--- config.mk ---
export PLATFORM = sky130hd
export DESIGN_NAME = hbx_segdiv
export DESIGN_NICKNAME = d
export VERILOG_FILES = /design/src/hbx_pkg.sv /design/src/hbx_segdiv.sv
export SDC_FILE = /design/constraint.sdc
export NUM_CORES = 1
export LEC_CHECK = 0
export ABC_AREA = 0
export BUFFER_PORTS_ARGS = -buffer_cell sky130_fd_sc_hd__buf_2
export CAP_MARGIN = 40
export CORE_ASPECT_RATIO = 0.6
export CORE_MARGIN = 4
export CORE_UTILIZATION = 35
export DETAILED_ROUTE_END_ITERATION = 12
export PLACE_DENSITY_LB_ADDON = 0.12
export REMOVE_ABC_BUFFERS = 1
export SLEW_MARGIN = 15
export SYNTH_ARGS = -nofsm -noshare
export SYNTH_HDL_FRONTEND = slang
export SYNTH_SLANG_ARGS = --single-unit
--- constraint.sdc ---
create_clock -name clock -period 4.25 [get_ports clock]
set_clock_uncertainty 0.05 [all_clocks]
set_input_delay 1.0625 -clock clock [delete_from_list [all_inputs] [get_ports clock]]
set_output_delay 1.0625 -clock clock [all_outputs]
set_load 0.02 [all_outputs]
--- src/hbx_pkg.sv ---
// ----------------------------------------------------------------------------
// hbx_pkg
// Shared widths, stop table, pipeline types and register indexes for the
// elevation colormap pipeline.
// ----------------------------------------------------------------------------
package hbx_pkg;

   localparam int ZW          = 32;                 // elevation width, Q24.8
   localparam int COLOR_STOPS = 11;
   localparam int SEGS        = COLOR_STOPS - 1;
   localparam int QB          = $clog2(SEGS + 1);   // segment index bits
   localparam int TW          = ZW + QB;            // scaled position width
   localparam int CW          = 8;                  // color channel width
   localparam int SIW         = 4;                  // stop table index width
   localparam int PW          = ZW + CW;            // offset * step product
   localparam int NW          = ZW + CW + 2;        // rounding numerator
   localparam int CSR_IW      = 2;

   localparam logic [CSR_IW-1:0] CSR_Z_LOW   = 2'd0;
   localparam logic [CSR_IW-1:0] CSR_Z_HIGH  = 2'd1;
   localparam logic [CSR_IW-1:0] CSR_MISSING = 2'd2;

   localparam logic [ZW-1:0] Z_LOW_RESET   = 32'd0;
   localparam logic [ZW-1:0] Z_HIGH_RESET  = 32'd256000;
   localparam logic [ZW-1:0] MISSING_RESET = 32'h8000_0000;

   // eleven stops, padded with white
   localparam logic [CW-1:0] STOP_TABLE [16][3] = '{
      '{8'd37,  8'd57,  8'd175}, '{8'd40,  8'd127, 8'd251},
      '{8'd50,  8'd190, 8'd255}, '{8'd106, 8'd235, 8'd255},
      '{8'd138, 8'd236, 8'd174}, '{8'd205, 8'd255, 8'd162},
      '{8'd240, 8'd236, 8'd121}, '{8'd255, 8'd189, 8'd87},
      '{8'd255, 8'd161, 8'd68},  '{8'd255, 8'd186, 8'd133},
      '{8'd255, 8'd255, 8'd255}, '{8'd255, 8'd255, 8'd255},
      '{8'd255, 8'd255, 8'd255}, '{8'd255, 8'd255, 8'd255},
      '{8'd255, 8'd255, 8'd255}, '{8'd255, 8'd255, 8'd255}
   };

   typedef enum logic [1:0] {
      MODE_INTERP,
      MODE_BLACK,
      MODE_FIRST,
      MODE_LAST
   } mode_type;

   typedef struct packed {
      mode_type        mode;
      logic            frame_end;
      logic [ZW-1:0]   d;          // ramp span, z_high - z_low
   } side_type;

   typedef struct packed {
      logic            frame_end;
      logic            is_missing;
      logic [CW-1:0]   blue;
      logic [CW-1:0]   green;
      logic [CW-1:0]   red;
   } pixel_type;

endpackage

--- src/hbx_segdiv.sv ---
// ----------------------------------------------------------------------------
// hbx_segdiv
// Restoring divider, one quotient bit per stage: segment index and offset
// within the segment from the scaled position and the ramp span.
// ----------------------------------------------------------------------------
module hbx_segdiv import hbx_pkg::*; (
   input  logic            clock,
   input  logic            reset,
   input  logic            adv,
   input  logic            in_valid,
   input  side_type        in_side,
   input  logic [TW-1:0]   in_t,
   output logic            out_valid,
   output side_type        out_side,
   output logic [QB-1:0]   out_k,
   output logic [ZW-1:0]   out_rem
);

   logic            valid_ff [QB];
   side_type        side_ff  [QB];
   logic [TW-1:0]   rem_ff   [QB];
   logic [QB-1:0]   q_ff     [QB];

   for (genvar s = 0; s < QB; s++) begin : g_stage
      localparam int J = QB - 1 - s;

      logic            prev_valid;
      side_type        prev_side;
      logic [TW-1:0]   prev_rem;
      logic [QB-1:0]   prev_q;
      logic [TW-1:0]   divisor;
      logic [TW-1:0]   rem_in;
      logic [QB-1:0]   q_in;

      if (s == 0) begin : g_head
         assign prev_valid = in_valid;
         assign prev_side  = in_side;
         assign prev_rem   = in_t;
         assign prev_q     = '0;
      end else begin : g_tail
         assign prev_valid = valid_ff[s-1];
         assign prev_side  = side_ff[s-1];
         assign prev_rem   = rem_ff[s-1];
         assign prev_q     = q_ff[s-1];
      end

      assign divisor = TW'(prev_side.d) << J;

      always_comb begin
         rem_in = prev_rem;
         q_in   = prev_q;
         if (prev_rem >= divisor) begin
            rem_in  = prev_rem - divisor;
            q_in[J] = 1'b1;
         end
      end

      always_ff @(posedge clock) begin
         if (reset) begin
            valid_ff[s] <= 1'b0;
         end else if (adv) begin
            valid_ff[s] <= prev_valid;
         end
      end

      always_ff @(posedge clock) begin
         if (adv) begin
            side_ff[s] <= prev_side;
            rem_ff[s]  <= rem_in;
            q_ff[s]    <= q_in;
         end
      end
   end

   // remainder is below the span, so it fits the elevation width
   assign out_valid = valid_ff[QB-1];
   assign out_side  = side_ff[QB-1];
   assign out_k     = q_ff[QB-1];
   assign out_rem   = rem_ff[QB-1][ZW-1:0];

endmodule

# == Word-level counts from Yosys, hierarchy flattened ==
# Memory sizes are Yosys's and may differ from the RTL's.
# Index checks and enable logic that the tools add are counted.
# word_totals
ff_bits,0
ram_bits,304
input_bits,75
out_inout_bits,72
wordCells,34
n_memories,4
# classes
addsub,4
order_cmp,4
mux,18
bitwise,4
# memory_table
memory,depth,width,read_ports,rd_clocked_by_memory_dff,write_ports,line_no,text
rem_ff,4,36,4,0,4,hbx_segdiv.sv:21,logic [TW-1:0] rem_ff [QB];
side_ff,4,35,4,0,4,hbx_segdiv.sv:20,side_type side_ff [QB];
q_ff,4,4,4,0,4,hbx_segdiv.sv:22,logic [QB-1:0] q_ff [QB];
valid_ff,4,1,4,0,4,hbx_segdiv.sv:19,logic valid_ff [QB];
# op_table
cell,count
$mux 36,4
$ge 36x32->1,1
$ge 36x33->1,1
$ge 36x34->1,1
$ge 36x35->1,1
$sub 36x32->36,1
$sub 36x33->36,1
$sub 36x34->36,1
$sub 36x35->36,1
$mux 1,14
$or 1x1->1,4

# == Longest topological paths before layout ==
# depth
word_depth,4
depth_mapped,14
depth_no_buf,13

# == Worst setup path after synthesis ==
# OpenSTA, ideal clock, no wires.
# synth_path
path_type,input -> register
startpoint,in in_side[2] (netlist name)
endpoint,mem rem_ff[0][19] (netlist name) (data pin)
setup_time_ns,0.260
arrival_time_ns,3.399
required_time_ns,3.940
path_slack_ns,0.541
path_stages,10
path_buffers,0
path_cell_list,inv_1 -> ha_1 -> nor2b_4 -> o31a_1 -> o311a_4 -> or3_2 -> a21oi_1 -> o21ai_0 -> xor2_1 -> mux2_2
# synth_lines
item,line_no,text
start: declaration,hbx_segdiv.sv:11,"input side_type in_side,"
end: declaration,hbx_segdiv.sv:21,

==> impl_results.md <==
* CP required at 4500 ps
* # resized after CTS at 0
* Post-synthesis cell area at roughly 18,000 µm²
* Final setup margin at 513 ps
* # Max-Cap Violations at 0
* Post-Synthesis Cells at 1,660
* Commonest cells after routing, fill and taps aside: edfxtp_1, inv_1, a21oi_1
* RD Place Congestion at 0.939
* Peak Freq at 0.268 GHz
* CTS buffer count at 31
* Clock period minus worst slack at between 3000 and 4000 ps
* Initial core utilization at 35.6%
* GR Layer Usage met3 at 2.25%
* # setup viols final at 0
* LEAKAGE at 0.00854 µW
* Crit-path max cell delay at slightly below 500 ps
* Ant diodes at 0
* Drt via density at between 5 and 6
* CP Launch Type: flop
* Initial antenna violation count at 0
* Drt total wl at about 46,000 µm
* Root Driver: clkbuf_16
* Register area share after synthesis at 50.0%
* Post-synth ARST share at 0%
* Status: finished, final reports clean
* Fin. Hold Viols at 0
* Most common cell after layout, fill and taps aside: edfxtp_1
* Post-DP HPWL at 36,100 µm
* CP Class: reg2reg
* WHS Endpoint: side_ff[2][33]
* First drt pass iteration count at 5
* Worst Max-Slew Pin Slew at roughly 850 ps
* Core Rows at 63
* Worst-path clk slew at 60 ps
* Period utilisation layout at 87.9%
* Max clock buf depth at 3
* Relative slew slack at a little over two fifths
* Dpl cells at 2,435
* FF+latch count, synth at 294
* Routed wire per std cell at ~18 µm
* Cell chain of the critical path: inv_1 -> ha_1 -> nor2b_1 -> o2111ai_1 -> a31oi_1 -> a311o_1 -> a311o_1 -> a21oi_4 -> o21ai_0 -> xnor2_1 -> o21ai_0
* Hold_buf cts at 0
* R2r endpoint: rem_ff[1][31]
* Die X at 298 µm
* Post-synth top flop: edfxtp_1
* P&R area growth vs syn at 15.3%
* Top Usage Layer GRT: met1
* CTS tree: done
* Reg2Reg Setup Slack at just over 500 ps
* Antenna viol nets, final at 0
* RSZ-0062 raised after global routing: false
* Critical path arrival at 3980 ps
* M2 GR Usage at a little over a fifth
* # clock sinks at 294
* Placement Setup Slack at 27.4 ps
* Hold path cells at 0
* CP max stage cell: a311o_1
* Worst Hold Launch: side_ff[1][33]
* M1 GR Usage at 27.9%
* Vias in the first global route at 12.0k
* H-tree levels at 1
* Via Count at 12.6k
* Hold_ws at 368 ps
* Clock Latency Late Sink at 570 ps
* Pwr dens at between 500 and 600 nW/µm²
* Yosys warns at 0
* Hold crit path type: reg2reg
* Share of layout cells above drive strength 1 at 15.0%
* CP Max Fanout at 6
* Die area at 54,200 µm²
* Max Transition Viols Final at 0
* Number of DRC markers in iteration 0 at slightly above 900
* First-pass GRT wire length at 70,900 µm
* Total grt overflow at 0
* R2R depth at 11
* Final setup TNS at 0 ps
* Buffers on Ports at 146
* # IOs at ~150
* Syn_area_per_cell at around 11 µm²
* Post-synth EDFFs at between 200 and 300
* Critical path capture point type: flop
* DR DRC count at 0
* R2r startpoint: side_ff[0][1]
* Setup Fix Bufs, Post-CTS at 0
* Largest net degree at the start of global routing at 101
* Core ar. at 49,700 µm²
* Maximum VDD drop at 0.000319 V
* Layout Nets at 2,025
* Unique masters post-synth at 79
* Die H at 182 µm
* Final cell count without fillers at 2,491
* GRT Total Usage at approximately 17%
-- synth_stat cells (17+ instances only) --
cell type	number	area [µm²]
edfxtp_1	294	8830
inv_1	170	638
a21oi_1	157	786
ha_1	128	1600
nand2_1	122	458
o21ai_0	111	556
nor2_1	105	394
a21o_1	81	608
xnor2_1	66	578
xor2_1	46	403
clkbuf_1	33	124
mux2_2	27	304
nand4_1	24	150
nand3_1	22	110
o21bai_1	22	165
a31oi_1	19	119
nor3_1	17	85.1
-- sequential cells by signal (all words and copies together) (netlist names) --
register	count
rem_ff	140
q_ff	10
valid_ff	4
side_ff	140
-- worst max-delay path by stage --
| stage | startpoint | end | slack [ps] | cells after the start |
|---|---|---|---|---|
| after floorplan | in_side[18] | rem_ff[0][10] | 180 | 9 |
| after global placement | in_side[8] | rem_ff[0][34] | 110 | 14 |
| after detailed placement | in_side[8] | rem_ff[0][34] | 30 | 14 |
| after CTS | side_ff[0][1] | rem_ff[1][31] | 560 | 11 |
| after global routing | side_ff[0][1] | rem_ff[1][31] | 350 | 11 |
| final | side_ff[0][1] | rem_ff[1][31] | 510 | 11 |
-- cell type report --
| cell class | count | area (µm²) |
|---|---|---|
| fillers | 4823 | 29300 |
| flip-flops and latches | 294 | 8830 |
| multi-input cells | 1150 | 8010 |
| repair buffers | 171 | 991 |
| well taps | 650 | 813 |
| clock buffers | 33 | 783 |
| inverters | 170 | 638 |
| clock inverters | 23 | 298 |
-- critical path: cells and delay by family, from the launching register on --
| kind | cells | cell delay [ps] |
|---|---|---|
| AOI/OAI and AO/OA | 7 | 2270 |
| DFF | 1 | 450 |
| adders and majority gates | 1 | 250 |
| and+or+nand+nor | 1 | 150 |
| buffers and inverters | 1 | 140 |
| xor gates and xnor gates | 1 | 140 |
-- metrics by stage --
stage | power [µW] | utilization [%] | area (µm²)
after global routing | 12500 | 41.0 | 20400
after detailed placement | 8850 | 38.8 | 19300
after CTS | 11800 | 41.0 | 20400
after floorplan | 7490 | - | 17500
final | 11700 | 41.0 | 20400
after global placement | 8840 | 38.8 | 19300
-- metal layers --
| metal | wire length (µm) | part of all wire [%] |
|---|---|---|
| met1 | 25700 | 56 |
| met2 | 16700 | 37 |
| met3 | 2240 | 4.9 |
| met4 | 1030 | 2.3 |
| met5 | 0 | 0 |
-- where the power goes --
| part | total [µW] | switching, µW | internal [µW] |
|---|---|---|---|
| logic | 4410 | 2610 | 1800 |
| clock network | 2910 | 1160 | 1750 |
| registers | 4400 | 370 | 4030 |
| total | 11700 | 4140 | 7590 |
-- logic make-up after synthesis --
logic type               count (synthesis)  synth area share [%]
AO/OA/AOI/OAI                          491                  17.7
AND/OR/NAND/NOR                        382                  10.4
flip-flops                             294                  50.0
buffers and inverters                  216                  4.73
adder cells (fa/ha/maj)                132                  9.52
XOR/XNOR                               112                  5.55
multiplexers                            33                  2.08
No activity file was read; power rests on OpenSTA's default activity.
