==> src/hbx_pkg.sv <==
// ----------------------------------------------------------------------------
// hbx_pkg
// Shared widths, stop table, pipeline types and register indexes for the
// elevation colormap pipeline.
// ----------------------------------------------------------------------------
package hbx_pkg;

   localparam int ZW          = 32;                 // elevation width, Q24.8
   localparam int COLOR_STOPS = 11;
   localparam int SEGS        = COLOR_STOPS - 1;
   localparam int QB          = $clog2(SEGS + 1);   // segment index bits
   localparam int TW          = ZW + QB;            // scaled position width
   localparam int CW          = 8;                  // color channel width
   localparam int SIW         = 4;                  // stop table index width
   localparam int PW          = ZW + CW;            // offset * step product
   localparam int NW          = ZW + CW + 2;        // rounding numerator
   localparam int CSR_IW      = 2;

   localparam logic [CSR_IW-1:0] CSR_Z_LOW   = 2'd0;
   localparam logic [CSR_IW-1:0] CSR_Z_HIGH  = 2'd1;
   localparam logic [CSR_IW-1:0] CSR_MISSING = 2'd2;

   localparam logic [ZW-1:0] Z_LOW_RESET   = 32'd0;
   localparam logic [ZW-1:0] Z_HIGH_RESET  = 32'd256000;
   localparam logic [ZW-1:0] MISSING_RESET = 32'h8000_0000;

   // eleven stops, padded with white
   localparam logic [CW-1:0] STOP_TABLE [16][3] = '{
      '{8'd37,  8'd57,  8'd175}, '{8'd40,  8'd127, 8'd251},
      '{8'd50,  8'd190, 8'd255}, '{8'd106, 8'd235, 8'd255},
      '{8'd138, 8'd236, 8'd174}, '{8'd205, 8'd255, 8'd162},
      '{8'd240, 8'd236, 8'd121}, '{8'd255, 8'd189, 8'd87},
      '{8'd255, 8'd161, 8'd68},  '{8'd255, 8'd186, 8'd133},
      '{8'd255, 8'd255, 8'd255}, '{8'd255, 8'd255, 8'd255},
      '{8'd255, 8'd255, 8'd255}, '{8'd255, 8'd255, 8'd255},
      '{8'd255, 8'd255, 8'd255}, '{8'd255, 8'd255, 8'd255}
   };

   typedef enum logic [1:0] {
      MODE_INTERP,
      MODE_BLACK,
      MODE_FIRST,
      MODE_LAST
   } mode_type;

   typedef struct packed {
      mode_type        mode;
      logic            frame_end;
      logic [ZW-1:0]   d;          // ramp span, z_high - z_low
   } side_type;

   typedef struct packed {
      logic            frame_end;
      logic            is_missing;
      logic [CW-1:0]   blue;
      logic [CW-1:0]   green;
      logic [CW-1:0]   red;
   } pixel_type;

endpackage

==> src/hbx_outbuf.sv <==
// ----------------------------------------------------------------------------
// hbx_outbuf
// Output register plus one skid register. The pipeline advances only while
// the skid register is empty, so the advance enable comes from a flop.
// ----------------------------------------------------------------------------
module hbx_outbuf import hbx_pkg::*; (
   input  logic        clock,
   input  logic        reset,
   input  logic        in_valid,
   input  pixel_type   in_pixel,
   input  logic        out_ready,
   output logic        adv,
   output logic        out_valid,
   output pixel_type   out_pixel
);

   logic        out_valid_ff;
   logic        out_valid_in;
   pixel_type   out_ff;
   pixel_type   out_in;
   logic        skid_valid_ff;
   logic        skid_valid_in;
   pixel_type   skid_ff;
   pixel_type   skid_in;
   logic        take;

   assign adv  = !skid_valid_ff;
   assign take = out_valid_ff && out_ready;

   always_comb begin
      out_valid_in  = out_valid_ff;
      out_in        = out_ff;
      skid_valid_in = skid_valid_ff;
      skid_in       = skid_ff;
      if (skid_valid_ff) begin
         // pipeline is frozen; drain the skid beat into the output
         if (take) begin
            out_in        = skid_ff;
            skid_valid_in = 1'b0;
         end
      end else if (in_valid) begin
         if (!out_valid_ff || take) begin
            out_in       = in_pixel;
            out_valid_in = 1'b1;
         end else begin
            skid_in       = in_pixel;
            skid_valid_in = 1'b1;
         end
      end else if (take) begin
         out_valid_in = 1'b0;
      end
   end

   always_ff @(posedge clock) begin
      if (reset) begin
         out_valid_ff  <= 1'b0;
         skid_valid_ff <= 1'b0;
      end else begin
         out_valid_ff  <= out_valid_in;
         skid_valid_ff <= skid_valid_in;
      end
   end

   always_ff @(posedge clock) begin
      out_ff  <= out_in;
      skid_ff <= skid_in;
   end

   assign out_valid = out_valid_ff;
   assign out_pixel = out_ff;

endmodule

==> config.mk <==
export PLATFORM = sky130hd
export DESIGN_NAME = hbx_outbuf
export DESIGN_NICKNAME = d
export VERILOG_FILES = /design/src/hbx_pkg.sv /design/src/hbx_outbuf.sv
export SDC_FILE = /design/constraint.sdc
export NUM_CORES = 1
export LEC_CHECK = 0
export BUFFER_PORTS_ARGS = -buffer_cell sky130_fd_sc_hd__buf_2
export CORE_ASPECT_RATIO = 0.75
export CORE_MARGIN = 5
export CORE_UTILIZATION = 50
export DETAILED_ROUTE_END_ITERATION = 8
export PLACE_DENSITY = 0.84
export SLEW_MARGIN = 20
export SYNTH_ARGS = -nofsm -noshare
export SYNTH_HDL_FRONTEND = slang
export SYNTH_SLANG_ARGS = --single-unit
==> constraint.sdc <==
create_clock -name clock -period 2.8 [get_ports clock]
set_clock_uncertainty 0.05 [all_clocks]
set_input_delay 0.28 -clock clock [delete_from_list [all_inputs] [get_ports clock]]
set_output_delay 0.28 -clock clock [all_outputs]
set_load 0.005 [all_outputs]
# Yosys cells after proc, flatten, opt, wreduce, memory -nomap -nowiden
# Cells that the tools add are included.
dict set report classes {
  eq_ne 2
  n_reduce_logical 10
  mux 11
  n_bitwise 2
}
# operator count
set ops {}
lappend ops {{26-bit two-way mux} 4}
lappend ops {{3-bit AND reduction} 3}
lappend ops {{1-bit two-way mux} 7}
lappend ops {{2-bit nonzero test} 3}
lappend ops {{2-bit by 1-bit inequality test with 1-bit output, second input constant} 2}
lappend ops {{1-bit zero test} 2}
lappend ops {{1-bit inverter} 2}
lappend ops {{1-bit logical AND} 1}
lappend ops {{1-bit logical OR} 1}
dict set report totals {
  in_bits 30
  ff_bits 54
  output_inout_bits 28
  wordCells 37
}

# Longest topological paths before layout
# Gate-level depths: netlist of the first run.
dict set report depth {
  word_depth 5
  ltp_mapped 3
  mapped_depth_nobuf 2
}

# Least setup slack after synthesis of the first run
# No wires, ideal clock.
dict set report synth_path {
  kind {register to register}
  from {register skid_valid_ff}
  to {register out_ff (netlist bit out_pixel[0]), enable pin}
  setup_slack_ns 0.423
  n_path_buf 1
  stages_incl_launch_ff 4
  arrival_time_ns 1.909
  t_required_ns 2.332
  cell_sequence {dfxtp_1 > buf_4 > mux2i_1 > a21oi_1}
}
dict set report synth_via {
  elab_chain_len 2
}
# item line
set synth_rtl {}
lappend synth_rtl {{start, declared} hbx_outbuf.sv:21} ;# logic skid_valid_ff;
lappend synth_rtl {{start signal, assigned} hbx_outbuf.sv:60} ;# skid_valid_ff <= skid_valid_in;
lappend synth_rtl {{2-bit by 1-bit inequality test with 1-bit output (no source line) or 2-bit nonzero test (tied branches)} -}
lappend synth_rtl {{3-bit AND reduction (no source line) *} -}
lappend synth_rtl {{end signal, assigned} hbx_outbuf.sv:65} ;# out_ff <= out_in;
lappend synth_rtl {{end, declared} hbx_outbuf.sv:19} ;# pixel_type out_ff;
# Every way passes the cells marked *; elsewhere a longest branch is shown, timed or not.
# A chain may end at the register's enable or synchronous reset.

# Final worst setup path of the first run
dict set report layout_path {
  from {register skid_valid_ff}
  to {register out_ff (netlist bit out_pixel[24]), enable pin}
}
# The elaborated chain is that of the path after synthesis.

==> results.md, run 1 <==
* Clock-pin slew on the worst setup and hold paths at 0.08 ns
* Remaining antenna violation count at 0
* Post-Syn Area at between 0.0015 and 0.002 mm^2
* CP endpoint kind: flip-flop
* Post-synthesis sequential area ratio at 0.807
* CTS sink cnt at 54
* Placer Congestion at 0.672
* Place WS at 1.04 ns
* Die width at ~83 um
* Vias at 1042
* Setup Buffers After CTS at 0
* Reg-to-Reg Start: skid_valid_ff
* First-pass GRT wire length at 5170 um
* CTS tree: built
* Initial Utilization at 0.529
* Number of vias per cell at 4.96
* FP Rows at 19
* Final setup TNS at 0 ns
* Worst Path Class, Setup: flip-flop to flip-flop
* Initial antenna violation count at 0
* Area post-placement at 0.00234 mm^2
* Cell variety after synth at 12
* Avg Cell Area, Syn at 21.1 um^2
* Crit path time final at about 1.8 ns
* Layout cells sized above 1 at 0.582
* Hold path start: in_pixel[18]
* Final Hold Fails at 0
* R2R Setup Slk at 1.03 ns
* Worst endpoint required time at 2.72 ns
* Max_cap viols at 0
* Fin area at 0.00242 mm^2
* Root Driver: clkbuf_8
* Final wirelength at 3380 um
* Vias in the first global route at 1063
* Dpl hpwl at 2380 um
* Buffers on Ports at 57
* Total Die Area at 0.00534 mm^2
* Hold crit path type: primary input to flip-flop
* Peak supply drop at about 0.34 mV
* Setup slack after layout at 1.03 ns
* Power Total at 0.00149 W
* DRC viols at 0
* IO Count at 58
* CP Max Fanout at 30
* RSZ-0062 raised after global routing: false
* Post-cts gate resize count at 0
* H-Tree Depth at 2
* Pin count of the biggest net entering global routing at 31
* Area growth from synthesis to final layout at 21.7%
* Startpoint Class: flip-flop
* Period utilization at 0.633
* Hold Crit Depth at 1
* WHS Endpoint: skid_ff[18]
* 1st-pass router iterations at 4
* Status: complete, no violations
* Longest Clk Path Bufs at 2
* Worst slew pin tran at between 0.3 and 0.4 ns
* Pwr/cell area at around 600 mW/mm^2
* #FFs+latches synth at 54
* Skew-Pair Late Insertion Delay at 0.30 ns
* # setup viols final at 0
* Nets at about 190
* Hold buffer count at CTS at 0
* DR iter-0 viols at 62
* R2r endpoint: out_pixel[24]
* Fmax achieved at 0.564 GHz
* FF-to-FF path depth at 4
* WP data arrival at 1.70 ns
* Core Area at 0.00376 mm^2
* Syn. warnings at 0
* Post-layout util at 0.643
* Ant diodes at 0
* Drt wl/cell at approximately 16 um
* Slew Viols, Final at 0
* Leakage at 0.902 nW
* Die Ht at 64.6 um
* CTS Buf Count at 5
* Relative slew margins at 0.738
* Fill count at 300
* Mapped Nets at 124
* Total gr overflow at 0
* Gate Count Post-Synth at 94
* Total track usage at 0.133
==> synth_stat cells <==
| cell type | n | area share |
|---|---|---|
| edfxtp_1 | 52 | 0.79 |
| mux2_2 | 26 | 0.15 |
| buf_4 | 3 | 0.011 |
| inv_1 | 3 | 0.0057 |
| a21oi_1 | 2 | 0.0050 |
| dfxtp_1 | 2 | 0.020 |
| a211oi_1 | 1 | 0.0038 |
| and4_1 | 1 | 0.0044 |
| mux2i_1 | 1 | 0.0050 |
| nand2b_1 | 1 | 0.0032 |
| nor2b_1 | 1 | 0.0032 |
| o32ai_1 | 1 | 0.0044 |
==> final cells by class <==
cell class	count	area (um^2)	share of cell area
multi-input combinational	34	354	0.147
clock buffer	7	76.3	0.0316
sequential	54	1600	0.663
timing repair buffer	60	308	0.127
inverter	3	11.3	0.00466
tap	52	65.1	0.0269
==> per-layer routing <==
layer  global-route usage  vias up  wire length (um)  part of all wire
met5                    0        -                 0                 0
met4               0.0551        0                44             0.013
met3               0.0443        6               341              0.10
met2                0.185       51              1370              0.41
met1                0.191      491              1620              0.48
li1                     -      494                 -                 -
==> sequential cells by signal, summed over array words and instances, names as in the netlist <==
name and count:
skid_valid_ff 1, skid_ff 26, out_valid 1, out_pixel 26
==> worst max-delay path: stages, from the launching register on <==
cell,delay (ns)
dfxtp_1,0.34
buf_4,0.36
mux2i_1,0.15
a21oi_2,0.20
buf_4,0.36
==> how the worst max path moves through the flow <==
stage	start	to	slack [ns]
after floorplan	skid_valid_ff	out_pixel[0]	0.42
after global placement	skid_valid_ff	out_pixel[24]	1.13
after detailed placement	skid_valid_ff	out_pixel[5]	1.04
after CTS	skid_valid_ff	out_pixel[4]	1.02
after global routing	skid_valid_ff	out_pixel[2]	0.94
final	skid_valid_ff	out_pixel[24]	1.03
==> layout by cell type, fill, tap and decap left out, drive strengths merged, types with 2 or more instances in the layout <==
master	Yosys	layout
a21oi	2	2
buf	3	60
clkbuf	0	7
dfxtp	2	2
edfxtp	52	52
inv	3	3
mux2	26	26
==> power breakdown <==
group	switching [W]	total, W	leakage (nW)	internal [W]
combinational	0.0000704	0.000142	0.360	0.0000721
sequential	0.0000132	0.000956	0.504	0.000943
clock	0.000223	0.000396	0.0383	0.000173
total	0.000307	0.00149	0.902	0.00119
==> cells by family (layout without fill, tap and decap cells) <==
family | after synthesis | in the layout | share of synthesized area
muxes | 27 | 27 | 0.152
DFF | 54 | 54 | 0.807
and+or+nand+nor | 3 | 3 | 0.0107
buffers and inverters | 6 | 70 | 0.0170
AOI/OAI and AO/OA | 4 | 4 | 0.0132
==> through the flow <==
stage          cells  hold WS [ns]
2_1_floorplan     94         0.308
3_3_place_gp     203         0.421
3_5_place_dp     203         0.427
4_1_cts          210         0.112
5_1_grt          210         0.105
6_report         210         0.118
Power figures use the tool's default switching activity.
==> run 2: changes to the inputs <==
Clock period 2.8 ns to 1.65 ns, I/O delays scaled along.
==> run 2 against run 1 <==
  * First-iteration DRC count up 92%
  * Utilization up 9.0 points
  * Global-route usage grew 2.0 points
  * Non-clock buffer count increased by 28
  * Clock power grew 76%
  * Combinational power grew 120%
  * Fmax grew 28%
  * Worst hold slack worse by 0.10 ns
  * Power up 77%
==> results.md, run 2 (synthesized netlist as in run 1, its figures left out) <==
* Status: complete, no violations
* Combinational power share at 0.121
* Leakage at 1.04 nW
* Total track usage at 0.152
* Period utilization at 0.841
* Place WS at about 0.28 ns
* Peak supply drop at around 0.83 mV
* Switching share of power at 0.214
* Hold Crit Depth at 1
* IO Count at 58
* Skew-Pair Late Insertion Delay at 0.30 ns
* Area growth from synthesis to final layout at 38.8%
* Final Hold Fails at 0
* RSZ-0062 raised after global routing: false
* Power Total at 0.00264 W
* Most frequent cells in the layout: buf_2, edfxtp_1, mux2_2, dlygate4sd3_1, clkbuf_8
* Initial antenna violation count at 0
* Root Driver: clkbuf_8
* Reg-to-Reg Start: out_valid
* Final hold slack at about 0.017 ns
* DRC viols at 0
* Core Area at between 0.003 and 0.004 mm^2
* CP endpoint kind: flip-flop
* Area post-placement at 0.00242 mm^2
* Final setup TNS at 0 ns
* Nets at 216
* R2R Setup Slk at 0.26 ns
* Number of vias per cell at around 4.9
* Ant diodes at 0
* Die Ht at roughly 65 um
* Net switching power at 0.000565 W
* Pin count of the biggest net entering global routing at 27
* 1st-pass router iterations at 4
* Fin area at 0.00276 mm^2
* CTS Buf Count at 5
* Layout cells sized above 1 at 0.527
* Total Die Area at 0.00534 mm^2
* First-pass GRT wire length at 5800 um
* CTS tree: built
* CTS sink cnt at 54
* CP Max Fanout at 26
* Clock power share at 0.264
* FP Rows at 19
* Worst slew pin tran at 0.302 ns
* Final wirelength at 3870 um
* Startpoint Class: flip-flop
* Crit. Startpoint: out_valid
* Relative slew margins at 0.793
* Pint at between 0.002 and 0.0025 W
* Placer Congestion at 0.710
* Die width at 82.8 um
* H-Tree Depth at 2
* Vias at between 1000 and 1500
* Buffers on Ports at 57
* Longest Clk Path Bufs at 2
* Post-cts gate resize count at 0
* Vias in the first global route at 1139
* Remaining antenna violation count at 0
* FF-to-FF path depth at 3
* WP data arrival at 1.35 ns
* Max_cap viols at 0
* Hold crit path type: primary input to flip-flop
* Initial Utilization at 0.529
* DR iter-0 viols at 119
* Slew Viols, Final at 0
* # setup viols final at 0
* Setup slack after layout at around 0.26 ns
* Total gr overflow at 0
* Setup crit end: out_pixel[20]
* Crit path time final at between 1 and 1.5 ns
* R2r endpoint: out_pixel[20]
* Drt wl/cell at 16.3 um
* Dpl hpwl at 2470 um
* Fill count at 243
* Worst endpoint required time at approximately 1.6 ns
* Worst Path Class, Setup: flip-flop to flip-flop
* Pwr/cell area at 957 mW/mm^2
* Fmax achieved at just over 0.7 GHz
* Sequential share of power at 0.615
* Clock-pin slew on the worst setup and hold paths at 0.09 ns
* Most common cell after layout, fill and taps aside: buf_2
[run 2: stage by stage]
stage	utilization	cells
finish	0.734	238
global route	0.734	238
CTS	0.720	233
detailed placement	0.645	206
global placement	0.645	206
floorplan	-	94
[run 2: routing by layer]
layer,vias to the layer above,global-route usage,share of wire
li1,554,-,-
met1,539,0.198,0.45
met2,52,0.225,0.45
met3,10,0.0637,0.082
met4,0,0.0653,0.026
met5,-,0,0
[run 2: cell type report]
class | count | area [um^2] | area share
clock buffers | 5 | 68.8 | 0.0250
clock inverters | 2 | 15.0 | 0.00545
inverters | 3 | 11.3 | 0.00409
multi-input cells | 34 | 363 | 0.132
flip-flops and latches | 54 | 1600 | 0.581
well taps | 52 | 65.1 | 0.0236
repair buffers | 88 | 631 | 0.229
[run 2: repair_timing]
| item | CTS | global route |
|---|---|---|
| buffers inserted | 0 | 0 |
| hold endpoints to repair | 20 | 5 |
| hold buffers | 20 | 5 |
[run 2: worst min-delay path by stage]
stage | to | start | slack [ns]
finish | skid_ff[10] | in_pixel[10] | 0.02
global route | skid_ff[20] | in_pixel[20] | 0.001
CTS | skid_ff[18] | in_pixel[18] | 0.0006
detailed placement | skid_ff[22] | in_pixel[22] | 0.31
global placement | skid_valid_ff | reset | 0.31
floorplan | skid_valid_ff | reset | 0.19
[run 2: critical path, cell delays in order (launching register included)]
cell	delay [ns]
dfxtp_1	0.48
mux2i_1	0.19
a21oi_4	0.17
buf_12	0.20
[run 2: power groups by stage]
| stage | registers [W] | clock network (W) | logic (W) |
|---|---|---|---|
| 6_report | 0.00162 | 0.000697 | 0.000318 |
| 5_1_grt | 0.00163 | 0.000781 | 0.000347 |
| 4_1_cts | 0.00162 | 0.000713 | 0.000310 |
| 3_5_place_dp | 0.00165 | 0 | 0.000272 |
| 3_3_place_gp | 0.00165 | 0 | 0.000265 |
| 2_1_floorplan | 0.00166 | 0 | 0.000111 |
==> run 3: changes to the inputs <==
Settings changed: ABC_AREA set to 1, CORE_UTILIZATION 50 to 46, PLACE_DENSITY 0.84 to 0.81.
Clock period 1.65 ns to 1.2 ns, I/O delays scaled along.
==> run 3 against run 2 <==
  * The flow now finishes with violations (negative setup slack)
  * Die area rose by 9.2%
  * Power rose by 48%
  * Clock-buffer cell count did not move
  * Via count rose by 18%
  * Clock power rose by 74%
  * Sequential power is 38% higher
  * Utilization is 4.3 points lower
  * Synthesized cell count up 67%
  * Critical path depth is 2 higher
  * First-iteration DRC count fell by 53%
  * Register-to-register slack got worse by 0.32 ns
  * Synthesized area grew 1.8%
  * Critical path type unchanged
  * Critical endpoint is now out_pixel[17]
  * Largest cell class unchanged
==> results.md, run 3 <==
* Status: complete, but fails checks
* Failing checks: negative setup slack
* Slew Viols, Final at 0
* EDFF count, synth at 52
* Core Area at 0.00415 mm^2
* CP Max Fanout at 14
* Critical path depth at 5
* Remaining antenna violation count at 0
* Post-synthesis sequential area ratio at 0.792
* Pwr/cell area at 1360 mW/mm^2
* Gate Count Post-Synth at 157
* Mapped Nets at 187
* Setup slack after layout at -0.0536 ns
* Nets at 282
* CTS tree: built
* Syn. warnings at 0
* Area growth from synthesis to final layout at 41.8%
* Die width at 86.6 um
* Final setup TNS at -1.41 ns
* Final Hold Fails at 0
* Crit. Startpoint: out_valid
* Power Total at 0.00391 W
* Vias in the first global route at 1292
* IO Count at 58
* Cell variety after synth at 10
* Non-filler instance count after layout at about 300
* Initial Utilization at 0.487
* Slowest stage delay, CP at between 0.3 and 0.4 ns
* FP Rows at 20
* H-Tree Depth at 2
* Clock-pin slew on the worst setup and hold paths at 0.09 ns
* Number of vias per cell at 4.44
* RSZ-0062 raised after global routing: true
* Skew-Pair Late Insertion Delay at 0.31 ns
* #FFs+latches synth at 54
* Initial antenna violation count at 0
* Worst slew pin tran at 0.234 ns
* Total Die Area at about 0.0058 mm^2
* Crit-path cells: inv_1, nand2_1, nand2_2, nor2_4, buf_12
* First-pass GRT wire length at around 6100 um
* Fill count at 292
* Most frequent cells in the layout: nand2_1, buf_2, edfxtp_1, dlygate4sd3_1
* Post-Syn Area at a little over 0.002 mm^2
* FF-to-FF path depth at 5
* WP data arrival at 1.24 ns
* Most common cell after layout, fill and taps aside: nand2_1
* Most common cell in the netlist: nand2_1
* Leakage at 1.25 nW
* Hold crit path type: primary input to flip-flop
* Cell count after placement at 272
* Post-synth top cells: nand2_1, edfxtp_1, inv_1, nor2_1, buf_6
* Drt wl/cell at between 10 and 15 um
* Die Ht at 67.4 um
* Reg-to-Reg Start: out_valid
* Avg Cell Area, Syn at about 13 um^2
* Crit path time final at 1.25 ns
* Synth area leader: edfxtp_1
* Final wirelength at between 4000 and 5000 um
* Total gr overflow at 0
* Yosys top cell area share at 0.772
* Main synth FF type: edfxtp_1
* Pin count of the biggest net entering global routing at 28
* Cell family with most CP delay: flip-flops
* R2R Setup Slk at -0.05 ns
* Synth async-reset ratio at 0
* Most area-consuming cells after synthesis: edfxtp_1, nand2_1, buf_6, dfxtp_1, inv_1
* Place WS at -0.0823 ns
* Period utilization at 1.04
* Setup crit end: out_pixel[17]
* Worst endpoint required time at 1.18 ns
* Peak supply drop at 0.844 mV
* Placer Congestion at 0.824
* Dpl hpwl at roughly 2700 um
* 1st-pass router iterations at 4
* R2r endpoint: out_pixel[17]
* Total track usage at 0.147
* Layout cells sized above 1 at 0.320
* Longest Clk Path Bufs at 2
* CTS Buf Count at 5
* Ant diodes at 0
* Fmax achieved at approximately 0.8 GHz
* Max_cap viols at 0
* # setup viols final at 51
* CP endpoint kind: flip-flop
* Buffers on Ports at 57
* DR iter-0 viols at 56
* CTS sink cnt at 54
* DRC viols at 0
* Worst Path Class, Setup: flip-flop to flip-flop
* Vias at between 1000 and 1500
* CP bufs+invs at 2
* Startpoint Class: flip-flop
* Relative slew margins at 0.843
* Cell with the largest stage delay on the worst path: dfxtp_4
* Root Driver: clkbuf_8
run 3: cell types whose count changed after synthesis, moves of 2 or more:
cell,change
nand2_1,+85
mux2_2,-26
nor2_1,+5
buf_6,+4
buf_4,-3
a21oi_1,-2
inv_1,+2
run 3: cells by family (layout without fill, tap and decap cells):
group	count (synthesis)	count (layout)	share of synthesized area
DFF	54	54	0.792
AOI/OAI and AO/OA	1	1	0.00247
buffers and inverters	11	107	0.0359
and+or+nand+nor	91	91	0.170
run 3: how the worst min path moves through the flow:
stage | cells past startpoint | start | slack, ns | end
after floorplan | 0 | in_pixel[0] | 0.17 | skid_ff[0]
after global placement | 1 | in_pixel[20] | 0.26 | skid_ff[20]
after detailed placement | 1 | in_pixel[25] | 0.26 | skid_ff[25]
after CTS | 4 | out_ready | 0.05 | out_valid
after global routing | 4 | out_ready | 0.09 | out_valid
final | 4 | out_ready | 0.06 | out_valid
run 3: timing repair:
action                     CTS  global route
pin swaps                    1             0
resized for setup            6             2
hold buffers                27             0
setup buffers                0             1
setup endpoints to repair   37            53
hold endpoints to repair    27             0
run 3: cell type report:
cell class | instances | area, um^2 | area share
clock buffers | 5 | 68.8 | 0.0240
repair buffers | 93 | 683 | 0.238
well taps | 55 | 68.8 | 0.0240
multi-input cells | 92 | 372 | 0.130
flip-flops and latches | 54 | 1610 | 0.561
inverters | 6 | 22.5 | 0.00785
clock inverters | 3 | 43.8 | 0.0153
run 3: layer usage:
layer  global-route usage  vias up  wire, um  share of wire
li1                     -      707         -              -
met1                0.178      595      1810           0.44
met2                0.238       56      1840           0.45
met3               0.0610        8       359          0.088
met4               0.0525        0        69          0.017
met5                    0        -         0              0
run 3: through the flow:
stage,util,hold WS (ns),instance area (um^2)
final,0.690,0.0559,2870
after global routing,0.690,0.0931,2870
after CTS,0.687,0.0468,2860
after detailed placement,0.589,0.264,2450
after global placement,0.589,0.264,2450
after floorplan,-,0.169,2050
run 3: power by group:
group / internal, W / switching, W
clock network: 0.000625 / 0.000589
registers: 0.00220 / 0.0000372
logic: 0.000235 / 0.000220
total: 0.00306 / 0.000846
run 3: worst reg2reg max path: stages, from the launching register on:
cell and delay, ns:
dfxtp_4 0.37, inv_1 0.06, nand2_1 0.08, nand2_2 0.07, nor2_4 0.18, buf_12 0.17
