==> src/hbx_pkg.sv <==
// ----------------------------------------------------------------------------
// hbx_pkg
// Shared widths, stop table, pipeline types and register indexes for the
// elevation colormap pipeline.
// ----------------------------------------------------------------------------
package hbx_pkg;

   localparam int ZW          = 32;                 // elevation width, Q24.8
   localparam int COLOR_STOPS = 11;
   localparam int SEGS        = COLOR_STOPS - 1;
   localparam int QB          = $clog2(SEGS + 1);   // segment index bits
   localparam int TW          = ZW + QB;            // scaled position width
   localparam int CW          = 8;                  // color channel width
   localparam int SIW         = 4;                  // stop table index width
   localparam int PW          = ZW + CW;            // offset * step product
   localparam int NW          = ZW + CW + 2;        // rounding numerator
   localparam int CSR_IW      = 2;

   localparam logic [CSR_IW-1:0] CSR_Z_LOW   = 2'd0;
   localparam logic [CSR_IW-1:0] CSR_Z_HIGH  = 2'd1;
   localparam logic [CSR_IW-1:0] CSR_MISSING = 2'd2;

   localparam logic [ZW-1:0] Z_LOW_RESET   = 32'd0;
   localparam logic [ZW-1:0] Z_HIGH_RESET  = 32'd256000;
   localparam logic [ZW-1:0] MISSING_RESET = 32'h8000_0000;

   // eleven stops, padded with white
   localparam logic [CW-1:0] STOP_TABLE [16][3] = '{
      '{8'd37,  8'd57,  8'd175}, '{8'd40,  8'd127, 8'd251},
      '{8'd50,  8'd190, 8'd255}, '{8'd106, 8'd235, 8'd255},
      '{8'd138, 8'd236, 8'd174}, '{8'd205, 8'd255, 8'd162},
      '{8'd240, 8'd236, 8'd121}, '{8'd255, 8'd189, 8'd87},
      '{8'd255, 8'd161, 8'd68},  '{8'd255, 8'd186, 8'd133},
      '{8'd255, 8'd255, 8'd255}, '{8'd255, 8'd255, 8'd255},
      '{8'd255, 8'd255, 8'd255}, '{8'd255, 8'd255, 8'd255},
      '{8'd255, 8'd255, 8'd255}, '{8'd255, 8'd255, 8'd255}
   };

   typedef enum logic [1:0] {
      MODE_INTERP,
      MODE_BLACK,
      MODE_FIRST,
      MODE_LAST
   } mode_type;

   typedef struct packed {
      mode_type        mode;
      logic            frame_end;
      logic [ZW-1:0]   d;          // ramp span, z_high - z_low
   } side_type;

   typedef struct packed {
      logic            frame_end;
      logic            is_missing;
      logic [CW-1:0]   blue;
      logic [CW-1:0]   green;
      logic [CW-1:0]   red;
   } pixel_type;

endpackage

==> src/hbx_front.sv <==
// ----------------------------------------------------------------------------
// hbx_front
// Two stages: classify the sample against the ramp, then flag samples above it
// and scale the offset by the segment count.
// ----------------------------------------------------------------------------
module hbx_front import hbx_pkg::*; (
   input  logic            clock,
   input  logic            reset,
   input  logic            adv,
   input  logic            in_valid,
   input  logic [ZW-1:0]   elevation,
   input  logic            frame_end,
   input  logic [ZW-1:0]   z_low,
   input  logic [ZW-1:0]   z_high,
   input  logic [ZW-1:0]   missing_marker,
   output logic            out_valid,
   output side_type        out_side,
   output logic [TW-1:0]   out_t
);

   logic [ZW:0]    span;
   logic [ZW:0]    offset;
   side_type       a_side_in;
   logic           a_valid_ff;
   side_type       a_side_ff;
   logic [ZW-1:0]  a_u_ff;
   side_type       b_side_in;
   logic [TW-1:0]  b_t_in;
   logic           b_valid_ff;
   side_type       b_side_ff;
   logic [TW-1:0]  b_t_ff;

   assign span   = {z_high[ZW-1], z_high} - {z_low[ZW-1], z_low};
   assign offset = {elevation[ZW-1], elevation} - {z_low[ZW-1], z_low};

   always_comb begin
      a_side_in.frame_end = frame_end;
      a_side_in.d         = span[ZW-1:0];
      priority if (elevation == missing_marker) begin
         a_side_in.mode = MODE_BLACK;
      end else if (offset[ZW] || offset == '0 || span[ZW] || span == '0) begin
         a_side_in.mode = MODE_FIRST;
      end else begin
         a_side_in.mode = MODE_INTERP;
      end
   end

   always_comb begin
      b_side_in = a_side_ff;
      if (a_side_ff.mode == MODE_INTERP && a_u_ff > a_side_ff.d) begin
         b_side_in.mode = MODE_LAST;
      end
      // t - 1, so the segment select lands a sample on an inner end in the
      // lower segment with offset equal to the span
      b_t_in = TW'(a_u_ff) * TW'(SEGS) - TW'(1);
   end

   always_ff @(posedge clock) begin
      if (reset) begin
         a_valid_ff <= 1'b0;
         b_valid_ff <= 1'b0;
      end else if (adv) begin
         a_valid_ff <= in_valid;
         b_valid_ff <= a_valid_ff;
      end
   end

   always_ff @(posedge clock) begin
      if (adv) begin
         a_side_ff <= a_side_in;
         a_u_ff    <= offset[ZW-1:0];
         b_side_ff <= b_side_in;
         b_t_ff    <= b_t_in;
      end
   end

   assign out_valid = b_valid_ff;
   assign out_side  = b_side_ff;
   assign out_t     = b_t_ff;

endmodule

==> config.mk <==
export PLATFORM = sky130hd
export DESIGN_NAME = hbx_front
export DESIGN_NICKNAME = d
export VERILOG_FILES = /design/src/hbx_pkg.sv /design/src/hbx_front.sv
export SDC_FILE = /design/constraint.sdc
export NUM_CORES = 1
export LEC_CHECK = 0
export ABC_AREA = 0
export BUFFER_PORTS_ARGS = -buffer_cell sky130_fd_sc_hd__buf_2
export CORE_ASPECT_RATIO = 0.8
export CORE_MARGIN = 2
export CORE_UTILIZATION = 45
export CTS_CLUSTER_DIAMETER = 120
export DETAILED_ROUTE_END_ITERATION = 10
export PLACE_DENSITY = 0.66
export SLEW_MARGIN = 15
export SYNTH_ARGS = -nofsm -noshare
export SYNTH_HDL_FRONTEND = slang
export SYNTH_SLANG_ARGS = --single-unit
==> constraint.sdc <==
create_clock -name clock -period 9.4 [get_ports clock]
set_input_delay 1.41 -clock clock [delete_from_list [all_inputs] [get_ports clock]]
set_output_delay 1.41 -clock clock [all_outputs]
set_load 0.05 [all_outputs]
Word-level counts from Yosys, hierarchy flattened

Index checks and enable logic that the tools add are counted.

Input port bits: 133
Logic and storage cells: 24
Output and inout port bits: 72
Flip-flop bits (word level): 140

Reduce and logical (&&, ||, !) cells: 7
Mux-type cells: 1
Eq/ne operators: 1
$add $sub $neg: 3
$lt $le $gt $ge: 1
Multipliers: 1

Operators with widths:

| kind                                                                  | number |
|---|---|
| 33-bit zero test                                                      | 2 |
| 32-bit by 32-bit subtractor with 33-bit output                        | 2 |
| 36-bit by 1-bit subtractor with 36-bit output (second input constant) | 1 |
| 32-bit by 3-bit multiplier with 35-bit output (second input constant) | 1 |
| 32-bit equality test                                                  | 1 |
| 32-bit greater-than comparator                                        | 1 |
| 1-bit logical OR                                                      | 3 |
| 2-bit zero test                                                       | 1 |
| 2-bit 2-to-1 mux                                                      | 1 |
| 1-bit logical AND                                                     | 1 |

Depth between registers and ports, before layout

Gate-level depths: netlist of run 1.

Depth after elaboration: 6
Mapped depth: 16
Depth with buffers taken out: 15

Worst setup path after synthesis of run 1

Ideal clock, no wire load.

Kind: input port to flip-flop
Start point: input port z_low[2]
End point: register a_side_ff[34] in the netlist's numbering, data pin
Stages: 13
Setup slack: 4.983 ns
Library setup time: 0.169 ns
Arrival time: 4.248 ns
Required time: 9.231 ns
Path buffers: 0
Path through: inv_1 > ha_1 > nor2b_1 > o31a_1 > o311ai_1 > nand4b_1 > a31oi_1 > o31ai_1 > a221o_1 > a21oi_1 > xnor2_1 > or4_1 > o31ai_1

Word-level cells in the longest chain between the ends: 6
Elaborated cells between the ends (all ways): 8
Those cells by class: 2 x add/sub; 1 x mux; 5 x reduce/logical

Ends and longest elaborated chain:

| element                                        | line            | RTL |
|---|---|---|
| start, declared                                | hbx_front.sv:13 | `input logic [ZW-1:0] z_low,` |
| 32-bit by 32-bit subtractor with 33-bit output | hbx_front.sv:34 | `assign offset = {elevation[ZW-1], elevation} - {z_low[ZW-1], z_low};` |
| net offset[28]                                 | hbx_front.sv:22 | `logic [ZW:0] offset;` |
| 33-bit zero test                               | hbx_front.sv:41 | `end else if (offset[ZW] \|\| offset == '0 \|\| span[ZW] \|\| span == '0) begin` |
| 1-bit logical OR (3 in a row)                  | hbx_front.sv:41 |  |
| 2-bit 2-to-1 mux                               | hbx_front.sv:41 |  |
| end signal, assigned                           | hbx_front.sv:70 | `a_side_ff <= a_side_in;` |
| end, declared                                  | hbx_front.sv:25 | `side_type a_side_ff;` |

The timed path passes the listed nets, and every way through them passes these cells.
A chain may end at the register's enable or synchronous reset.

Worst setup path after layout of run 1

Start point: input port elevation[0]
End point: register a_side_ff[34] in the netlist's numbering, data pin

Word-level cells in the longest chain between the ends: 6
Elaborated cells between the ends (all ways): 7
Those cells by class: 1 x add/sub; 1 x eq/ne; 1 x mux; 4 x reduce/logical

Ends and longest elaborated chain:

| element                                        | line            | RTL |
|---|---|---|
| start, declared                                | hbx_front.sv:11 | `input logic [ZW-1:0] elevation,` |
| 32-bit by 32-bit subtractor with 33-bit output | hbx_front.sv:34 |  |
| net offset[30]                                 | hbx_front.sv:22 |  |
| 33-bit zero test                               | hbx_front.sv:41 |  |
| 1-bit logical OR (3 in a row)                  | hbx_front.sv:41 |  |
| 2-bit 2-to-1 mux                               | hbx_front.sv:41 |  |

The timed path passes the listed nets, and every way through them passes these cells.

==> results.tsv, run 1 <==
metric	value	unit
worst-path cell chain	buf_2, inv_1, ha_1, fa_1, nor2b_1, o31a_1, o311ai_1, nand4b_1, a31oi_1, o31ai_1, nor2b_1, o22ai_1, xnor2_1, or4_1, o31ai_1	
Hold Crit Endpoint	out_side[32]$_DFFE_PP_	
initial antenna violation count	0	
GRT Residual Overflow	0	
CP endpoint kind	flip-flop	
most frequent cells in the layout	202 x buf_2, 157 x ha_1, 137 x edfxtp_1	
Vias	9763	
post-CTS sizing	0	
reg-to-reg critical path endpoint	out_t[34]$_DFFE_PP_	
hold_buf cts	0	
initial drt markers	625	
Initial Util	46.2	%
Die Ht	149	um
post-DP HPWL	25900	um
Fillers	2385	
Max-Cap Viols	0	
final hold viol count	0	
worst rel slew slack	36.5	%
Sum Neg Setup Slack	0	ps
root cell of the clock tree	clkbuf_16	
Synth cell types	83	
f_max	215	MHz
Clock Pin Slew Worst Setup and Hold Paths	60	ps
CTS tree	built	
Worst Skew	16.3	ps
placed inst area	13200	um2
ANT cells	0	
Async SR Flop Fraction	0	%
critical path peak fanout	5	
worst hold path stage count	0	
RSZ-0062 raised after global routing	no	
full die area	27500	um2
CP Launch Type	input pin	
max-slew violation count	0	
Least-Margin Pin Slew	952	ps
FP Rows	52	
fin area	13700	um2
IO buf count	203	
storage element area	4150	um2
Post-Synthesis Net Count	1505	
synthesized area	11800	um2
Inserted Clock Buffers	17	
layout cells sized above 1	18.2	%
drt pass-1 iters	6	
Sink Count	139	
Post-Syn Area per Cell	9.73	um2
Pleak	6.19	nW
Multi-input gate area	7230	um2
Crit Reg-Reg Startpoint	a_u_ff[1]$_DFFE_PP_	
most common cell after layout, fill and taps aside	buf_2	
DRT Wirelength	31000	um
min cycle time layout	4650	ps
Hold Startpoint	a_side_ff[32]$_DFFE_PP_	
residual DRC count	0	
WP buf/inv	2	
setup bufs post-CTS	0	
Post-synth EDFFs	137	
crit-path max cell delay	530	ps
Top Family by Delay on Critical Path	simple AND/OR/NAND/NOR gates	
DIE WIDTH	185	um
Final Net Count	1712	
Post-Syn Instances	1212	
Crit path arrival time	4900	ps
peak supply drop	0.000136	V
clk_lat worst skew	430	ps
status	completed	
area delta synth->final	16.4	%
Top-Level Pins	205	
Placer Congestion	0.898	
vias in the first global route	9270	
flop2flop setup slack	4910	ps
Post-synth top flop	edfxtp_1	
H-tree Lvls	4	
sequential share of the synthesized area	35.2	%
CP max-delay cell	or4_1	
HP Class	flip-flop to flip-flop	
CORE AREA	25500	um2
period utilisation layout	49.4	%
Hold Slack	419	ps
Total GRT Usage	22.8	%
final setup vio count	0	
crit path kind	input pin to flip-flop	
CTS Buffer Depth	2	
Synth Warn #	0	
Power per Cell Area	233	nW/um2
mean routed wirelength per cell	17.4	um
Routed Antenna Nets	0	
first-pass GRT wire length	48600	um
Seq cells post-synth	139	
Vias/cell	5.48	
Worst Path Required	9650	ps
path depth of the worst reg2reg path	14	
largest net degree at the start of global routing	79	
-- final cells by class --
class	count	area share, %
Sequential cell	139	30.3
Multi-Input combinational cell	967	52.7
Tap cell	351	3.20
Timing Repair Buffer	204	7.47
Clock inverter	14	0.820
Inverter	90	2.46
Clock buffer	18	3.13
-- state kept, by name, indices dropped and copies added (netlist names) --
name	count
a_u_ff	32
a_valid_ff	1
a_side_ff	35
out_side	35
out_t	35
out_valid	1
-- synthesized netlist by cell type (12+ instances only) --
cell type | instances | area (um2)
ha_1 | 157 | 1960
nand2_1 | 85 | 319
nor2b_1 | 12 | 75.1
a21oi_1 | 92 | 460
nand2b_1 | 15 | 93.8
nand4_1 | 24 | 150
o21a_1 | 12 | 90.1
o31ai_1 | 12 | 90.1
inv_1 | 90 | 338
edfxtp_1 | 137 | 4110
xor2_1 | 78 | 683
o21ai_0 | 55 | 275
nor4_1 | 26 | 163
a211oi_1 | 12 | 90.1
xnor2_1 | 63 | 552
a21o_1 | 43 | 323
clkbuf_1 | 12 | 45.0
nor3_1 | 33 | 165
nor2_1 | 77 | 289
-- cells by family (layout without fill, tap and decap cells) --
family	Yosys count	count (layout)	synth area share, %
adder cells (fa/ha/maj)	160	160	17.2
multiplexers	7	7	0.594
AO/OA/AOI/OAI	321	321	18.2
flip-flops	139	139	35.2
other	1	1	0.0318
AND/OR/NAND/NOR	336	336	14.7
buffers and inverters	106	326	3.49
XOR/XNOR	142	142	10.6
-- routing by layer --
metal  track usage [%]  routed length (um)  up-vias
li1                  -                   -     4956
met1              35.1               15900     4447
met2              33.7               13100      337
met3              3.03                1590       23
met4              5.83                 390        0
met5                 0                   0        -
-- worst register-to-register path, cell delays in order, from the launching register on --
cell	delay (ps)
edfxtp_1	480
ha_1	340
ha_1	230
inv_1	70
fa_1	260
nor2b_4	60
o211a_4	250
o211a_1	260
or4_4	500
a221oi_2	300
nand4_2	190
or4_1	560
or3_4	370
nand4b_4	190
xnor2_2	160
-- worst max-delay path by stage --
stage | start | endpoint | slack [ps] | cells after the start
floorplan | z_low[2] | a_side_ff[34]$_SDFFCE_PN0P_ | 4980 | 13
global placement | elevation[2] | a_side_ff[34]$_SDFFCE_PN0P_ | 4540 | 13
detailed placement | elevation[0] | a_side_ff[34]$_SDFFCE_PN0P_ | 4420 | 15
CTS | elevation[0] | a_side_ff[34]$_SDFFCE_PN0P_ | 4860 | 15
global route | elevation[0] | a_side_ff[34]$_SDFFCE_PN0P_ | 4620 | 15
finish | elevation[0] | a_side_ff[34]$_SDFFCE_PN0P_ | 4750 | 15
-- power breakdown --
group	total, mW	switching (mW)	leakage, nW	internal [mW]
clock	0.617	0.275	0.262	0.342
sequential	0.935	0.0607	1.36	0.875
combinational	1.64	1.08	4.57	0.566
total	3.19	1.41	6.19	1.78
-- per-stage QoR --
stage                     util, %  worst slack, ps  total power, mW  instances
after CTS                    53.8             4860             3.20       1783
after detailed placement     51.7             4420             2.58       1751
after floorplan                 -             4980             2.20       1212
after global routing         53.8             4620             3.42       1783
after global placement       51.7             4540             2.56       1751
final                        53.8             4750             3.19       1783
Note: power is estimated with default switching activity, not from simulation.
==> inputs of run 2 (changes only) <==
--- a/config.mk
+++ b/config.mk
@@ -12,7 +12,7 @@
 export CORE_UTILIZATION = 45
 export CTS_CLUSTER_DIAMETER = 120
 export DETAILED_ROUTE_END_ITERATION = 10
-export PLACE_DENSITY = 0.66
+export PLACE_DENSITY = 0.69
 export SLEW_MARGIN = 15
 export SYNTH_ARGS = -nofsm -noshare
 export SYNTH_HDL_FRONTEND = slang
==> constraint.sdc (replaced) <==
create_clock -name clock -period 4.2 [get_ports clock]
set_input_delay 0.63 -clock clock [delete_from_list [all_inputs] [get_ports clock]]
set_output_delay 0.63 -clock clock [all_outputs]
set_load 0.05 [all_outputs]
==> results.tsv, run 2 (synthesis results as in run 1) <==
metric	value	unit
status	completed	
CP endpoint kind	flip-flop	
CP Launch Type	flip-flop	
Inserted Clock Buffers	17	
Routed Antenna Nets	0	
Crit path arrival time	4200	ps
max-slew violation count	0	
Sink Count	139	
Finished Core Util	56.6	%
Non-Filler Instances	1847	
Top-Level Pins	205	
initial antenna violation count	0	
area delta synth->final	22.5	%
crit path kind	flip-flop to flip-flop	
DIE WIDTH	185	um
clk_lat worst skew	430	ps
H-tree Lvls	4	
critical path peak fanout	5	
crit-path max cell delay	530	ps
Die Ht	149	um
Worst setup startpoint	a_u_ff[3]$_DFFE_PP_	
FP Rows	52	
final hold viol count	0	
first-pass GRT wire length	49800	um
most common cell after layout, fill and taps aside	buf_2	
Max-Cap Viols	0	
worst-path cell chain	buf_4, ha_1, ha_4, nor2b_4, o211a_4, o211a_1, or4_4, a221oi_4, nand4_2, buf_6, or4b_4, nor3_2, and3_1, a211o_1, o31ai_1	
Pleak	6.56	nW
Inst Count DP	1810	
worst rel slew slack	46.7	%
largest net degree at the start of global routing	66	
CTS tree	built	
hold_buf cts	0	
Vias	10100	
Power per Cell Area	536	nW/um2
Worst Skew	10.9	ps
CP max-delay cell	or4b_4	
DRT Wirelength	31600	um
initial drt markers	697	
Worst setup endpoint	out_t[35]$_DFFE_PP_	
Worst Path Required	4370	ps
drt pass-1 iters	5	
Least-Margin Pin Slew	800	ps
ANT cells	0	
min cycle time layout	4040	ps
period utilisation layout	96.1	%
CORE AREA	25500	um2
vias in the first global route	9745	
Hold Startpoint	reset	
placed inst area	13600	um2
fin area	14400	um2
Crit Reg-Reg Startpoint	a_u_ff[3]$_DFFE_PP_	
Total GRT Usage	23.2	%
final setup vio count	0	
post-DP HPWL	26500	um
Placer Congestion	0.937	
Vias/cell	5.48	
reg-to-reg critical path endpoint	out_t[35]$_DFFE_PP_	
IO buf count	203	
layout cells sized above 1	23.3	%
peak supply drop	0.000360	V
Initial Util	46.2	%
root cell of the clock tree	clkbuf_16	
path depth of the worst reg2reg path	15	
Final Net Count	1776	
Hold Slack	366	ps
full die area	27500	um2
HP Class	input pin to flip-flop	
Fillers	2340	
RSZ-0062 raised after global routing	yes	
mean routed wirelength per cell	17.1	um
Sum Neg Setup Slack	0	ps
f_max	248	MHz
GRT Residual Overflow	0	
residual DRC count	0	
flop2flop setup slack	160	ps
CTS Buffer Depth	2	
most frequent cells in the layout	202 x buf_2, 153 x ha_1, 137 x edfxtp_1	
Clock Pin Slew Worst Setup and Hold Paths	60	ps
## run 2: cell types whose count changed in the layout (fill, tap and decap cells not counted), moves of 3 or more
cell	previous run	this run
nor3_1	33	27
nor3_2	1	5
buf_4	2	64
ha_1	157	153
inv_8	0	3
ha_4	0	3
## run 2: layer usage
layer | part of all wire, % | track usage [%] | vias to the layer above
li1 | - | - | 5093
met1 | 49 | 34.4 | 4656
met2 | 44 | 35.8 | 348
met3 | 6.1 | 3.08 | 28
met4 | 1.4 | 6.07 | 0
met5 | 0 | 0 | -
## run 2: what timing repair did
action                     in CTS  in global routing
gates resized for setup         0                 31
setup buffers                   0                  5
setup endpoints to repair       0                 10
## run 2: how the worst min path moves through the flow
stage,endpoint,cells past startpoint
2_1_floorplan,out_side[32]$_DFFE_PP_,0
3_3_place_gp,out_side[32]$_DFFE_PP_,0
3_5_place_dp,out_side[32]$_DFFE_PP_,0
4_1_cts,out_valid$_SDFFE_PP0P_,2
5_1_grt,a_valid_ff$_SDFFE_PP0P_,2
6_report,out_valid$_SDFFE_PP0P_,2
## run 2: through the flow
stage | total power [mW] | worst slack [ps]
after floorplan | 4.93 | 17.4
after detailed placement | 6.07 | 14.7
after global placement | 6.03 | 61.0
after CTS | 7.59 | 4.44
final | 7.74 | 165
after global routing | 8.26 | -36.0
## run 2: cell type report
type                       instances  area, um2  area share [%]
tap                              351        439            3.04
clock buffer                      18        429            2.97
timing repair buffer             268       1520            10.5
clock inverter                    14        156            1.08
inverter                          90        338            2.34
multi-input combinational        967       7410            51.3
sequential                       139       4150            28.8
## run 2: power breakdown
group	switching [mW]	internal, mW	total [mW]
clock	0.637	0.840	1.48
combinational	2.59	1.58	4.17
sequential	0.139	1.96	2.10
total	3.37	4.37	7.74
## run 2: worst max-delay path: cells and delay by family, from the launching register on
family | cells | cell delay, ps
simple gates | 6 | 1570
flops | 1 | 390
buf+inv | 2 | 310
fa+ha+maj | 2 | 580
compound gates | 5 | 920
==> inputs of run 3 (changes only) <==
--- a/config.mk
+++ b/config.mk
@@ -12,7 +12,7 @@
 export CORE_UTILIZATION = 45
 export CTS_CLUSTER_DIAMETER = 120
 export DETAILED_ROUTE_END_ITERATION = 10
-export PLACE_DENSITY = 0.69
+export PLACE_DENSITY = 0.67
 export SLEW_MARGIN = 15
 export SYNTH_ARGS = -nofsm -noshare
 export SYNTH_HDL_FRONTEND = slang
==> results.tsv, run 3 (synthesis results as in run 1) <==
metric	value	unit
initial drt markers	668	
Die Ht	149	um
WP buf/inv	1	
Least-Margin Pin Slew	766	ps
CP Launch Type	flip-flop	
largest net degree at the start of global routing	81	
path depth of the worst reg2reg path	14	
critical path peak fanout	5	
DRT Wirelength	31600	um
Placer Congestion	0.923	
Worst Skew	11.2	ps
ANT cells	0	
Top Family by Delay on Critical Path	simple AND/OR/NAND/NOR gates	
max-slew violation count	0	
Routed Antenna Nets	0	
final setup vio count	0	
post-layout total power	7.67	mW
Inserted Clock Buffers	17	
IO buf count	203	
most frequent cells in the layout	202 x buf_2, 153 x ha_1, 137 x edfxtp_1	
clk_lat worst skew	430	ps
pre-CTS WS	-5.55	ps
Inst Count DP	1805	
area delta synth->final	21.3	%
Max-Cap Viols	0	
CORE AREA	25500	um2
Vias/cell	5.45	
worst hold path stage count	2	
Vias	10000	
full die area	27500	um2
CP max-delay cell	or4_4	
vias in the first global route	9437	
Non-Filler Instances	1838	
H-tree Lvls	4	
f_max	244	MHz
initial antenna violation count	0	
CP endpoint kind	flip-flop	
Sink Count	139	
RSZ-0062 raised after global routing	yes	
Total GRT Usage	22.9	%
hold_buf cts	0	
fin area	14300	um2
first-pass GRT wire length	48900	um
Hold Slack	374	ps
mean routed wirelength per cell	17.2	um
most common cell after layout, fill and taps aside	buf_2	
period utilisation layout	97.5	%
Final Net Count	1767	
HP Class	input pin to flip-flop	
Initial Util	46.2	%
WP depth	14	
status	completed	
worst-path cell chain	ha_1, ha_4, nor2b_4, o211a_4, o211a_1, or4_4, a221oi_4, nand4_2, buf_6, or4b_4, nor3_2, and3_1, a211o_1, o31ai_1	
Power per Cell Area	536	nW/um2
FP Rows	52	
placed inst area	13600	um2
Crit path arrival time	4260	ps
min cycle time layout	4100	ps
Finished Core Util	56.1	%
peak supply drop	0.000349	V
post-DP HPWL	26400	um
Top-Level Pins	205	
crit-path max cell delay	540	ps
CTS Buffer Depth	2	
CTS tree	built	
Final WS setup	103	ps
GRT Residual Overflow	0	
worst rel slew slack	48.9	%
residual DRC count	0	
layout cells sized above 1	22.3	%
Clock Pin Slew Worst Setup and Hold Paths	60	ps
drt pass-1 iters	6	
DIE WIDTH	185	um
root cell of the clock tree	clkbuf_16	
crit path kind	flip-flop to flip-flop	
final hold viol count	0	
Worst Path Required	4360	ps
Pleak	6.48	nW
Sum Neg Setup Slack	0	ps
run 3: changes by cell type in the layout (fill, tap and decap cells not counted), sizes merged:
cell	change
clkinv	-2
inv	-1
bufinv	+1
clkbuf	+1
clkinvlp	+1
buf	-9
run 3: worst reg2reg max path, cell delays in order (launching register included):
cell	delay, ps
edfxtp_1	460
ha_1	370
ha_4	270
nor2b_4	130
o211a_4	220
o211a_1	260
or4_4	540
a221oi_4	290
nand4_2	130
buf_6	160
or4b_4	500
nor3_2	160
and3_1	170
a211o_1	110
o31ai_1	60
run 3: power by group:
part	switching, mW	internal [mW]	total (mW)
Combinational	2.55	1.52	4.07
Sequential	0.137	1.96	2.09
Clock	0.616	0.889	1.50
run 3: cell type report:
type	instances	area, um2
timing repair buffer	259	1460
fill	2317	11200
clock buffer	19	433
clock inverter	13	155
multi-input combinational	967	7340
inverter	90	338
tap	351	439
sequential	139	4150
run 3: path summary, 6_finish.rpt:
path	from	to	slack [ps]
max reg2reg	a_u_ff[3]$_DFFE_PP_	out_t[35]$_DFFE_PP_	100
min	reset	a_valid_ff$_SDFFE_PP0P_	370
min reg2reg	a_side_ff[32]$_DFFE_PP_	out_side[32]$_DFFE_PP_	420
max	a_u_ff[3]$_DFFE_PP_	out_t[35]$_DFFE_PP_	100
run 3: timing repair:
action	CTS	global route
pin swaps	0	13
buffers inserted	0	1
gates cloned	0	0
setup endpoints to repair	1	10
resized for setup	3	18
run 3: metal layers:
layer	vias to the layer above	share of wire (%)	track usage (%)
met4	0	0.74	4.52
met2	330	43	34.8
met1	4589	51	34.9
met3	15	5.8	3.05
li1	5081	-	-
met5	-	0	0
